[config.mk]
export PLATFORM = sky130hd
export DESIGN_NAME = pbl_sqrt
export DESIGN_NICKNAME = d
export VERILOG_FILES = /design/src/sv/pbl_pkg.sv /design/src/sv/pbl_sqrt.sv
export SDC_FILE = /design/constraint.sdc
export NUM_CORES = 1
export LEC_CHECK = 0
export BUFFER_PORTS_ARGS = -buffer_cell sky130_fd_sc_hd__buf_2
export CELL_PAD_IN_SITES_DETAIL_PLACEMENT = 0
export CELL_PAD_IN_SITES_GLOBAL_PLACEMENT = 2
export CORE_MARGIN = 2
export CORE_UTILIZATION = 34
export CTS_CLUSTER_DIAMETER = 100
export DETAILED_ROUTE_END_ITERATION = 10
export PLACE_DENSITY_LB_ADDON = 0.1
export SLEW_MARGIN = 20
export SYNTH_ARGS = -nofsm -noshare
export SYNTH_HDL_FRONTEND = slang
export SYNTH_SLANG_ARGS = --single-unit
[constraint.sdc]
create_clock -name clk -period 6.49 [get_ports clk]
set_input_delay 1.298 -clock clk [delete_from_list [all_inputs] [get_ports clk]]
set_output_delay 1.298 -clock clk [all_outputs]
set_load 0.02 [all_outputs]
[src/sv/pbl_pkg.sv]
`timescale 1ns / 1ps
// shared types, register codes and state encoding for the bond length range block
package pbl_pkg;

	// default store depth and fixed field widths
	localparam int ATOM_DEPTH_DEF = 4096;
	localparam int IDX_W          = 12;
	localparam int COORD_W        = 32;
	localparam int BOX_W          = 31;
	localparam int SUM_W          = 64;
	localparam int LEN_W          = 32;
	localparam int CFG_IDX_W      = 2;

	// configuration register indexes
	localparam logic [CFG_IDX_W-1:0] REG_BOX_X = 2'd0;
	localparam logic [CFG_IDX_W-1:0] REG_BOX_Y = 2'd1;
	localparam logic [CFG_IDX_W-1:0] REG_BOX_Z = 2'd2;

	// item codes
	localparam logic ACT_LOAD = 1'b0;
	localparam logic ACT_BOND = 1'b1;

	// one position: index 0 is x, 1 is y, 2 is z
	typedef logic [2:0][COORD_W-1:0] pos_t;
	typedef logic [2:0][BOX_W-1:0]   box_t;

	typedef enum logic [2:0] {
		ST_IDLE,
		ST_READ_B,
		ST_FETCH,
		ST_DIST,
		ST_ROOT,
		ST_HOLD
	} state_t;

endpackage

[src/sv/pbl_sqrt.sv]
`timescale 1ns / 1ps
// floor square root of a 64-bit value, two bits of radicand per cycle
module pbl_sqrt (
	input  logic                          clk,
	input  logic                          arst_n,
	input  logic                          start,
	input  logic [pbl_pkg::SUM_W-1:0]     value,
	output logic                          done,
	output logic [pbl_pkg::LEN_W-1:0]     root
);

	localparam logic [pbl_pkg::SUM_W-1:0] BIT_TOP = pbl_pkg::SUM_W'(1) << (pbl_pkg::SUM_W - 2);

	logic                          busy_q;
	logic                          done_q;
	logic [pbl_pkg::SUM_W-1:0]     rem_q;
	logic [pbl_pkg::SUM_W-1:0]     root_q;
	logic [pbl_pkg::SUM_W-1:0]     bit_q;
	logic [pbl_pkg::SUM_W-1:0]     trial_w;

	assign trial_w = root_q + bit_q;

	always_ff @(posedge clk or negedge arst_n) begin
		if (!arst_n) begin
			busy_q <= 1'b0;
			done_q <= 1'b0;
		end else begin
			done_q <= 1'b0;
			if (start) begin
				busy_q <= 1'b1;
			end else if (busy_q && bit_q[0]) begin
				busy_q <= 1'b0;
				done_q <= 1'b1;
			end
		end
	end

	always_ff @(posedge clk) begin
		if (start) begin
			rem_q  <= value;
			root_q <= '0;
			bit_q  <= BIT_TOP;
		end else if (busy_q) begin
			if (rem_q >= trial_w) begin
				rem_q  <= rem_q - trial_w;
				root_q <= (root_q >> 1) + bit_q;
			end else begin
				root_q <= root_q >> 1;
			end
			bit_q <= bit_q >> 2;
		end
	end

	assign done = done_q;
	assign root = root_q[pbl_pkg::LEN_W-1:0];

endmodule

# Yosys cells after proc, flatten, opt, wreduce, memory -nomap -nowiden
# Cells that the tools add are included.
[op_classes]
addsub = 3
muxes = 8
reduce_logical = 5
order_cmp = 1
[op_table]
columns = ["operator", "n"]
rows = [
  ["two-way mux 64 bit", 4],
  ["adder 63 x 63 -> 64 bit", 1],
  ["adder 64 x 63 -> 64 bit", 1],
  [">= comparator 64 bit", 1],
  ["subtractor 64 bit", 1],
  ["nonzero test 2 bit", 3],
  ["two-way mux 1 bit", 4],
  ["AND reduction 2 bit", 1],
  ["logical AND 1 bit", 1],
]
[word_totals]
inputBits = 67
regBits = 162
out_inout_bits = 33
word_cells = 22

# Depth between registers and ports, before layout
# Gate-level depths: netlist of the first run.
[depth]
word_depth = 5
depth_mapped = 28
ltp_nobuf = 25

# Least setup slack after synthesis of the first run
# No wires, ideal clock.
[synth_path]
path_kind = "reg-to-reg"
startpoint = "register root_q[2] (netlist bit)"
endpoint = "register rem_q[0] (netlist bit) (enable)"
setup_time_ps = 432
arrival_time_ps = 6046
path_slack_ps = 11
path_buffers = 2
required_ps = 6058
path_stages_with_launch = 24
synth_period_minus_slack_ps = 6479
path_cell_list = "dfxtp_1 > ha_1 > a31o_2 > a31oi_1 > o21ai_2 > a21oi_1 > o31ai_4 > a21oi_1 > o31ai_2 > a21o_1 > a21oi_1 > o21bai_1 > xnor2_1 > ha_1 > clkbuf_1 > nand4_1 > nor3_1 > nand4_1 > o31ai_1 > a221oi_1 > o41ai_1 > buf_2 > nand2_1 > nand2b_1"
[synth_via]
elab_chain_cells = 4
[synth_lines]
columns = ["item", "line_no", "text"]
rows = [
  ["start, declared", "pbl_sqrt.sv:17", "logic [pbl_pkg::SUM_W-1:0] root_q;"],
  ["start signal, assigned", "pbl_sqrt.sv:46", "root_q <= (root_q >> 1) + bit_q;"],
  ["start signal, assigned", "pbl_sqrt.sv:48", "root_q <= root_q >> 1;"],
  ["adder 64 x 63 -> 64 bit", "pbl_sqrt.sv:21", "assign trial_w = root_q + bit_q;"],
  [">= comparator 64 bit", "pbl_sqrt.sv:44", "if (rem_q >= trial_w) begin"],
  ["nonzero test 2 bit (no source line)", "n/a", ""],
  ["AND reduction 2 bit (no source line)", "n/a", ""],
  ["end signal, assigned", "pbl_sqrt.sv:40", "rem_q <= value;"],
  ["end signal, assigned", "pbl_sqrt.sv:45", "rem_q <= rem_q - trial_w;"],
  ["end, declared", "pbl_sqrt.sv:16", "logic [pbl_pkg::SUM_W-1:0] rem_q;"],
]
# Every way passes these cells.
# A chain may end at the register's enable or synchronous reset.

# Worst setup path after layout of the first run
[layout_path]
startpoint = "register bit_q[0] (netlist bit)"
endpoint = "register rem_q[61] (netlist bit) (data pin)"
[layout_via]
elab_chain_cells = 5
[layout_lines]
columns = ["item", "line_no", "text"]
rows = [
  ["start, declared", "pbl_sqrt.sv:18", "logic [pbl_pkg::SUM_W-1:0] bit_q;"],
  ["start signal, assigned", "pbl_sqrt.sv:50", "bit_q <= bit_q >> 2;"],
  ["adder 64 x 63 -> 64 bit", "pbl_sqrt.sv:21", ""],
  ["subtractor 64 bit", "pbl_sqrt.sv:45", ""],
  ["two-way mux 64 bit", "pbl_sqrt.sv:44", ""],
  ["two-way mux 64 bit", "pbl_sqrt.sv:43", "end else if (busy_q) begin"],
  ["two-way mux 64 bit", "pbl_sqrt.sv:39", "if (start) begin"],
]
# Every way passes these cells. The select of a mux whose other input is x is not followed.

==> results of run 1 <==
==> layout make-up <==
class                           instances  area (µm²)
Multi-Input combinational cell       1576       10500
Tap cell                              592         741
Timing Repair Buffer                  151         973
Sequential cell                       162        3900
Clock buffer                           24         523
Fill cell                            4679       27200
Inverter                               33         124
Clock inverter                          8        46.3
==> timing repair <==
| action | in CTS | in global routing |
|---|---|---|
| setup endpoints to repair | 21 | 129 |
| setup buffers | 0 | 4 |
| pin swaps | 0 | 4 |
| resized for setup | 1 | 16 |
| gates cloned | 0 | 0 |
==> per-stage QoR <==
step                      total power, µW  util (%)  instances
after floorplan                      4940         -       1903
after global placement               6280      36.7       2510
after detailed placement             6260      36.7       2510
after CTS                            7350      38.0       2542
after global routing                 7920      38.2       2546
final                                7330      38.2       2546
==> power breakdown <==
part	switching (µW)	internal [µW]	total, µW	leakage [µW]
sequential	201	1460	1660	0.00147
clock	481	560	1040	0.000288
combinational	2800	1830	4630	0.00516
==> worst reg2reg max path, stage by stage (launching register included) <==
cell	delay (ns)
dfxtp_1	0.35
ha_1	0.21
ha_1	0.23
a211oi_2	0.33
nor3_4	0.08
a211o_1	0.27
o21a_1	0.22
a31o_2	0.27
a31oi_1	0.32
nor2_1	0.07
o21ai_0	0.19
xor2_1	0.19
ha_1	0.31
a21oi_1	0.24
o21ai_0	0.27
nor2b_1	0.27
o211ai_1	0.23
o21ai_0	0.68
a22oi_2	0.27
a21oi_1	0.38
o21ai_1	0.12
xnor2_1	0.14
o21ai_0	0.08
==> placed cells by master, fill, tap and decap left out, types with 12 or more instances in the layout <==
cell       instances
a311oi_1          22
nor2b_1           32
ha_1             130
mux2i_1           38
dfxtp_1           96
xor2_1            84
nand4_1           37
buf_2             98
or3_1             20
nor4_1            12
a21oi_1          120
edfxtp_1          64
inv_1             32
clkbuf_16         18
o21bai_1          42
and3_1            17
xnor2_1           68
o21ai_0          154
nor2_1           203
nand3_1           23
buf_4             45
a31oi_1           55
a211oi_1          26
a21o_1            56
nand2_1          217
nor3_1            20
==> synth_stat cells, drive strengths merged (8+ instances only) <==
cell,number,area (µm²)
nor2b,32,200
nor4,13,87.6
a21o,56,420
nand3,23,115
xor2,84,736
nor2,204,768
dfxtp,96,1920
edfxtp,64,1920
buf,54,370
nand2b,11,68.8
nor3,23,120
nand4,37,231
a21boi,13,97.6
o211ai,8,60.1
o31ai,13,116
clkbuf,78,293
a31o,10,87.6
or3,20,125
a311oi,23,219
o21bai,42,315
o21a,9,67.6
nand2,217,815
a31oi,56,350
ha,130,1630
a211oi,29,228
o21ai,167,866
mux2i,38,380
xnor2,68,596
and3,17,106
inv,32,120
o22ai,9,56.3
and2,13,83.8
a21oi,127,662
==> state kept, by name (all words and copies together) (netlist names) <==
register / flops
busy_q: 1
root_q: 64
done: 1
rem_q: 64
bit_q: 32
==> cells by family after synthesis <==
logic type               synth area share (%)
AND/OR/NAND/NOR                          19.0
AO/OA/AOI/OAI                            27.4
buffers and inverters                    5.21
flip-flops                               25.8
XOR/XNOR                                 8.82
adder cells (fa/ha/maj)                  10.9
multiplexers                             2.82
==> path summary, 6_finish.rpt <==
path                       startpoint   endpoint  slack (ns)
max                          bit_q[0]  rem_q[61]        0.46
min                         root_q[0]  root_q[0]        0.51
max reg2reg                  bit_q[0]  rem_q[61]        0.46
min reg2reg                 root_q[0]  root_q[0]        0.51
max in group asynchronous      arst_n     busy_q        5.82
min in group asynchronous      arst_n     busy_q        0.57
==> layer usage <==
| layer | track usage, % | vias up |
|---|---|---|
| li1 | - | 7076 |
| met1 | 27.6 | 6548 |
| met2 | 34.7 | 239 |
| met3 | 3.84 | 53 |
| met4 | 6.53 | 0 |
| met5 | 0 | - |
==> impl_metrics.env, run 1 <==
export IMPL_synth_seq_area_share_pct=25.8
export IMPL_diodes=0
export IMPL_synth_main_ff_cell="dfxtp_1"
export IMPL_max_stage_delay_ns=0.68
export IMPL_worst_setup_path_type="register to register"
export IMPL_insertion_delay_ns=0.50
export IMPL_tightest_slew_ns=0.862
export IMPL_ant_nets=0
export IMPL_cts_hold_buffers=0
export IMPL_r2r_cells=22
export IMPL_hold_violations=0
export IMPL_dr_pass1_iters=5
export IMPL_placed_area_um2=16100
export IMPL_top_layer="met4"
export IMPL_synthesis_area_um2=15100
export IMPL_worstHoldPathType="register to register"
export IMPL_critPathRequiredTime_ns=6.71
export IMPL_status="finished clean"
export IMPL_cts_made_buffers=17
export IMPL_vdd_drop_max_v=0.000197
export IMPL_clock_sinks=162
export IMPL_grt_pass1_vias=13600
export IMPL_dpl_worst_slack_ns=-0.00664
export IMPL_remaining_drc_errors=0
export IMPL_end_kind="register"
export IMPL_met3_length_um=1650
export IMPL_syn_nets=2101
export IMPL_fmax_ghz=0.166
export IMPL_grt_start_max_net_pins=109
export IMPL_cts_buffer_depth=2
export IMPL_synth_edf_count=64
export IMPL_area_delta_synth_final_pct=11.5
export IMPL_yosysUniqueCellTypes=89
export IMPL_port_buffers=99
export IMPL_overflow=0
export IMPL_worst_hold_slack_ns=0.507
export IMPL_routed_wl_um=48200
export IMPL_cp_cell_sequence="ha_1 -> ha_1 -> a211oi_2 -> nor3_4 -> a211o_1 -> o21a_1 -> a31o_2 -> a31oi_1 -> nor2_1 -> o21ai_0 -> xor2_1 -> ha_1 -> a21oi_1 -> o21ai_0 -> nor2b_1 -> o211ai_1 -> o21ai_0 -> a22oi_2 -> a21oi_1 -> o21ai_1 -> xnor2_1 -> o21ai_0"
export IMPL_wl_per_cell_um=18.9
export IMPL_cts_root_buf="clkbuf_16"
export IMPL_tns_ns=0
export IMPL_path_clk_slew_ns=0.07
export IMPL_grt_first_pass_wirelength_um=76000
export IMPL_start_util_pct=34.3
export IMPL_cts_tree="built"
export IMPL_fin_crit_sh_pct=93.0
export IMPL_die_width_um=215
export IMPL_fin_skew_ns=0.0121
export IMPL_drive_above_1_share_pct=12.5
export IMPL_slowest_stage="o21ai_0"
export IMPL_maxSlewViolCount=0
export IMPL_finalInstanceArea_um2=16800
export IMPL_vias_per_cell=5.47
export IMPL_antenna_found_initial=0
export IMPL_crit_path_max_fanout=5
export IMPL_drt_initial_drc_count=921
export IMPL_synthArstFlopShare_pct=1.23
export IMPL_max_slew_margin_pct=42.5
export IMPL_netlist_instances=1903
export IMPL_path_depth=22
export IMPL_core_um2=44000
export IMPL_routed_via_count=13900
export IMPL_m1WireLength_um=23000
export IMPL_hold_depth=2
export IMPL_setup_viol_count_final=0
export IMPL_powerDensity_nw_per_um2=436
export IMPL_maxCapViolCount=0
export IMPL_fin_nets=2139
export IMPL_path_buf_inv=0
export IMPL_leakagePower_uw=0.00692
export IMPL_yosys_register_bits=162
export IMPL_worst_slack_ns=0.456
export IMPL_dieArea_um2=46100
export IMPL_dp_hpwl_um=37300
export IMPL_fp_row_count=77
export IMPL_path_common_cell="o21ai_0"
export IMPL_finalWeightedCongestion=0.926
export IMPL_htree_num_levels=4
export IMPL_yosys_warnings=0
export IMPL_grt_usage_pct=21.0
export IMPL_wl_met2_um=22500
export IMPL_rsz0062_at_grt="false"
export IMPL_die_y_um=215
export IMPL_period_needed_ns=6.03
export IMPL_ios=100
export IMPL_syn_area_per_cell_um2=7.93
export IMPL_crit_family="compound AO/OA/AOI/OAI gates"
export IMPL_worst_setup_path_start_kind="register"
export IMPL_cp_arrival_ns=6.25
Power figures use the tool's default switching activity.
==> inputs of run 2 (changes only) <==
- ABC_AREA: default -> 1
- CORE_UTILIZATION: 34 -> 30
==> impl_metrics.env, run 2 <==
export IMPL_rsz0062_at_grt="false"
export IMPL_syn_area_per_cell_um2=5.62
export IMPL_postCtsSetupRepairBufs=0
export IMPL_synth_top_cells_by_area="nand2_1 (22%), dfxtp_1 (9.5%), edfxtp_1 (9.5%), inv_1 (9.2%), nor2_1 (8.2%)"
export IMPL_core_um2=66900
export IMPL_worstHoldPathType="register to register"
export IMPL_nFillCells=7799
export IMPL_vdd_drop_max_v=0.000242
export IMPL_leakagePower_uw=0.0101
export IMPL_cts_tree="built"
export IMPL_period_needed_ns=5.95
export IMPL_cts_buffer_depth=2
export IMPL_yosysUniqueCellTypes=49
export IMPL_r2r_end="root_q[47]"
export IMPL_dp_hpwl_um=78600
export IMPL_cts_root_buf="clkbuf_16"
export IMPL_maxSlewViolCount=0
export IMPL_status="finished clean"
export IMPL_grt_start_max_net_pins=73
export IMPL_port_buffers=99
export IMPL_setup_viol_count_final=0
export IMPL_synth_common_cells="nand2_1 (1208), inv_1 (497), nor2_1 (441)"
export IMPL_vias_per_cell=5.03
export IMPL_tightest_slew_ns=1.04
export IMPL_antenna_found_initial=0
export IMPL_mostFrequentLayoutCell="nand2_1"
export IMPL_diodes=0
export IMPL_critPathRequiredTime_ns=6.93
export IMPL_powerDensity_nw_per_um2=449
export IMPL_hold_path_end="root_q[0]"
export IMPL_ios=100
export IMPL_min_from="root_q[0]"
export IMPL_hold_depth=2
export IMPL_routed_via_count=22700
export IMPL_slowest_stage="buf_4"
export IMPL_r2r_slack_ns=0.54
export IMPL_yosys_register_bits=162
export IMPL_routed_wl_um=95300
export IMPL_synth_edf_count=64
export IMPL_netlist_instances=3592
export IMPL_maxCapViolCount=0
export IMPL_grt_usage_pct=27.2
export IMPL_worst_slack_ns=0.541
export IMPL_worst_setup_path_start_kind="register"
export IMPL_dieArea_um2=69400
export IMPL_syn_nets=3790
export IMPL_max_stage_delay_ns=0.70
export IMPL_overflow=0
export IMPL_die_width_um=264
export IMPL_path_common_cell="nand2_1"
export IMPL_cp_cell_sequence="ha_1 -> nand2_1 -> o21ai_0 -> nand2_1 -> o21ai_0 -> a21oi_1 -> o21ai_0 -> nand3_1 -> nand3_1 -> nand2_1 -> ha_1 -> nand2_1 -> nor2_2 -> nand2_1 -> nor3_2 -> nand2_2 -> nand2_4 -> buf_4 -> nand2_1 -> nand2_1 -> nand2_1 -> a21oi_1"
export IMPL_synthArstFlopShare_pct=1.23
export IMPL_yosys_area_top_type="nand2_1"
export IMPL_fin_skew_ns=0.0203
export IMPL_area_delta_synth_final_pct=8.97
export IMPL_stdcell_count=4508
export IMPL_tns_ns=0
export IMPL_cts_made_buffers=17
export IMPL_htree_num_levels=4
export IMPL_cts_resized=0
export IMPL_hold_violations=0
export IMPL_synth_main_ff_cell="dfxtp_1"
export IMPL_grt_first_pass_wirelength_um=140000
export IMPL_r2r_cells=22
export IMPL_yosys_warnings=0
export IMPL_grt_pass1_vias=22900
export IMPL_drive_above_1_share_pct=5.86
export IMPL_top_regs="rem_q: 64 flops, root_q: 64 flops, bit_q: 32 flops"
export IMPL_cp_arrival_ns=6.39
export IMPL_clock_sinks=162
export IMPL_remaining_drc_errors=0
export IMPL_fin_crit_sh_pct=91.7
export IMPL_wl_per_cell_um=21.1
export IMPL_fin_nets=3820
export IMPL_dr_pass1_iters=6
export IMPL_ant_nets=0
export IMPL_dpl_worst_slack_ns=0.388
export IMPL_timing_rr_start="root_q[20]"
export IMPL_fp_row_count=95
export IMPL_finalWeightedCongestion=0.933
export IMPL_synth_seq_area_share_pct=19.3
export IMPL_path_clk_slew_ns=0.09
export IMPL_die_y_um=264
export IMPL_yosysMostFrequentCell="nand2_1"
export IMPL_end_kind="register"
export IMPL_max_slew_margin_pct=31.0
export IMPL_synth_top_area_share_pct=22.4
export IMPL_fmax_ghz=0.168
export IMPL_worst_setup_path_type="register to register"
export IMPL_drt_initial_drc_count=1470
export IMPL_final_cell_mix="nand2_1 (1207), inv_1 (497), nor2_1 (441)"
export IMPL_crit_path_max_fanout=64
export IMPL_insertion_delay_ns=0.52
export IMPL_synthesis_area_um2=20200
export IMPL_start_util_pct=30.2
export IMPL_dpl_cell_count=4476
export IMPL_cts_hold_buffers=0
[run 2: logic make-up (layout without fill, tap and decap cells)]
logic type,count (synthesis),count (layout),synth area share (%)
XOR/XNOR,101,101,4.38
adder cells (fa/ha/maj),131,131,8.15
AO/OA/AOI/OAI,481,481,12.9
buffers and inverters,622,665,12.7
AND/OR/NAND/NOR,2095,2095,42.6
flip-flops,162,162,19.3
[run 2: metrics by stage]
stage / util (%) / cell area [µm²] / hold slack (ns) / total power, µW
final: 32.9 / 22000 / 0.526 / 9890
after global routing: 32.9 / 22000 / 0.537 / 10800
after CTS: 32.9 / 22000 / 0.516 / 9900
after detailed placement: 32.0 / 21400 / 0.501 / 8670
after global placement: 32.0 / 21400 / 0.487 / 8620
after floorplan: - / 20200 / 0.449 / 6550
[run 2: area by class of cell]
| class | count | area, µm² | share of cell area [%] |
|---|---|---|---|
| Sequential cell | 162 | 3890 | 17.7 |
| Inverter | 503 | 1890 | 8.58 |
| Multi-Input combinational cell | 2808 | 13800 | 62.5 |
| Clock inverter | 15 | 204 | 0.926 |
| Clock buffer | 17 | 425 | 1.93 |
| Tap cell | 873 | 1090 | 4.96 |
| Timing Repair Buffer | 130 | 756 | 3.43 |
[run 2: worst max-delay path: cells and delay by family, from the launching register on]
family,cells,cell delay (ns)
AOI/OAI and AO/OA,5,1.59
and+or+nand+nor,14,2.21
DFF,1,0.64
adders and majority gates,2,0.70
buffers and inverters,1,0.70
[run 2: power breakdown]
group	switching (µW)	internal, µW	leakage [µW]
registers	413	1530	0.00147
clock network	596	596	0.000310
logic	4570	2180	0.00832
[run 2: how the worst max path moves through the flow]
stage / start / endpoint / slack, ns / cells past startpoint
6_report: root_q[20] / root_q[47] / 0.54 / 22
5_1_grt: root_q[20] / root_q[62] / 0.12 / 21
4_1_cts: root_q[20] / root_q[47] / 0.38 / 22
3_5_place_dp: root_q[20] / root_q[47] / 0.39 / 22
3_3_place_gp: root_q[20] / root_q[49] / 0.35 / 21
2_1_floorplan: bit_q[28] / rem_q[0] / 1.48 / 21
[run 2: per-layer routing]
layer	up-vias	track usage, %	wire length [µm]
met2	563	47.5	45800
li1	11500	-	-
met1	10500	33.8	42200
met5	-	0	0
met3	131	2.81	3490
met4	0	11.5	3760
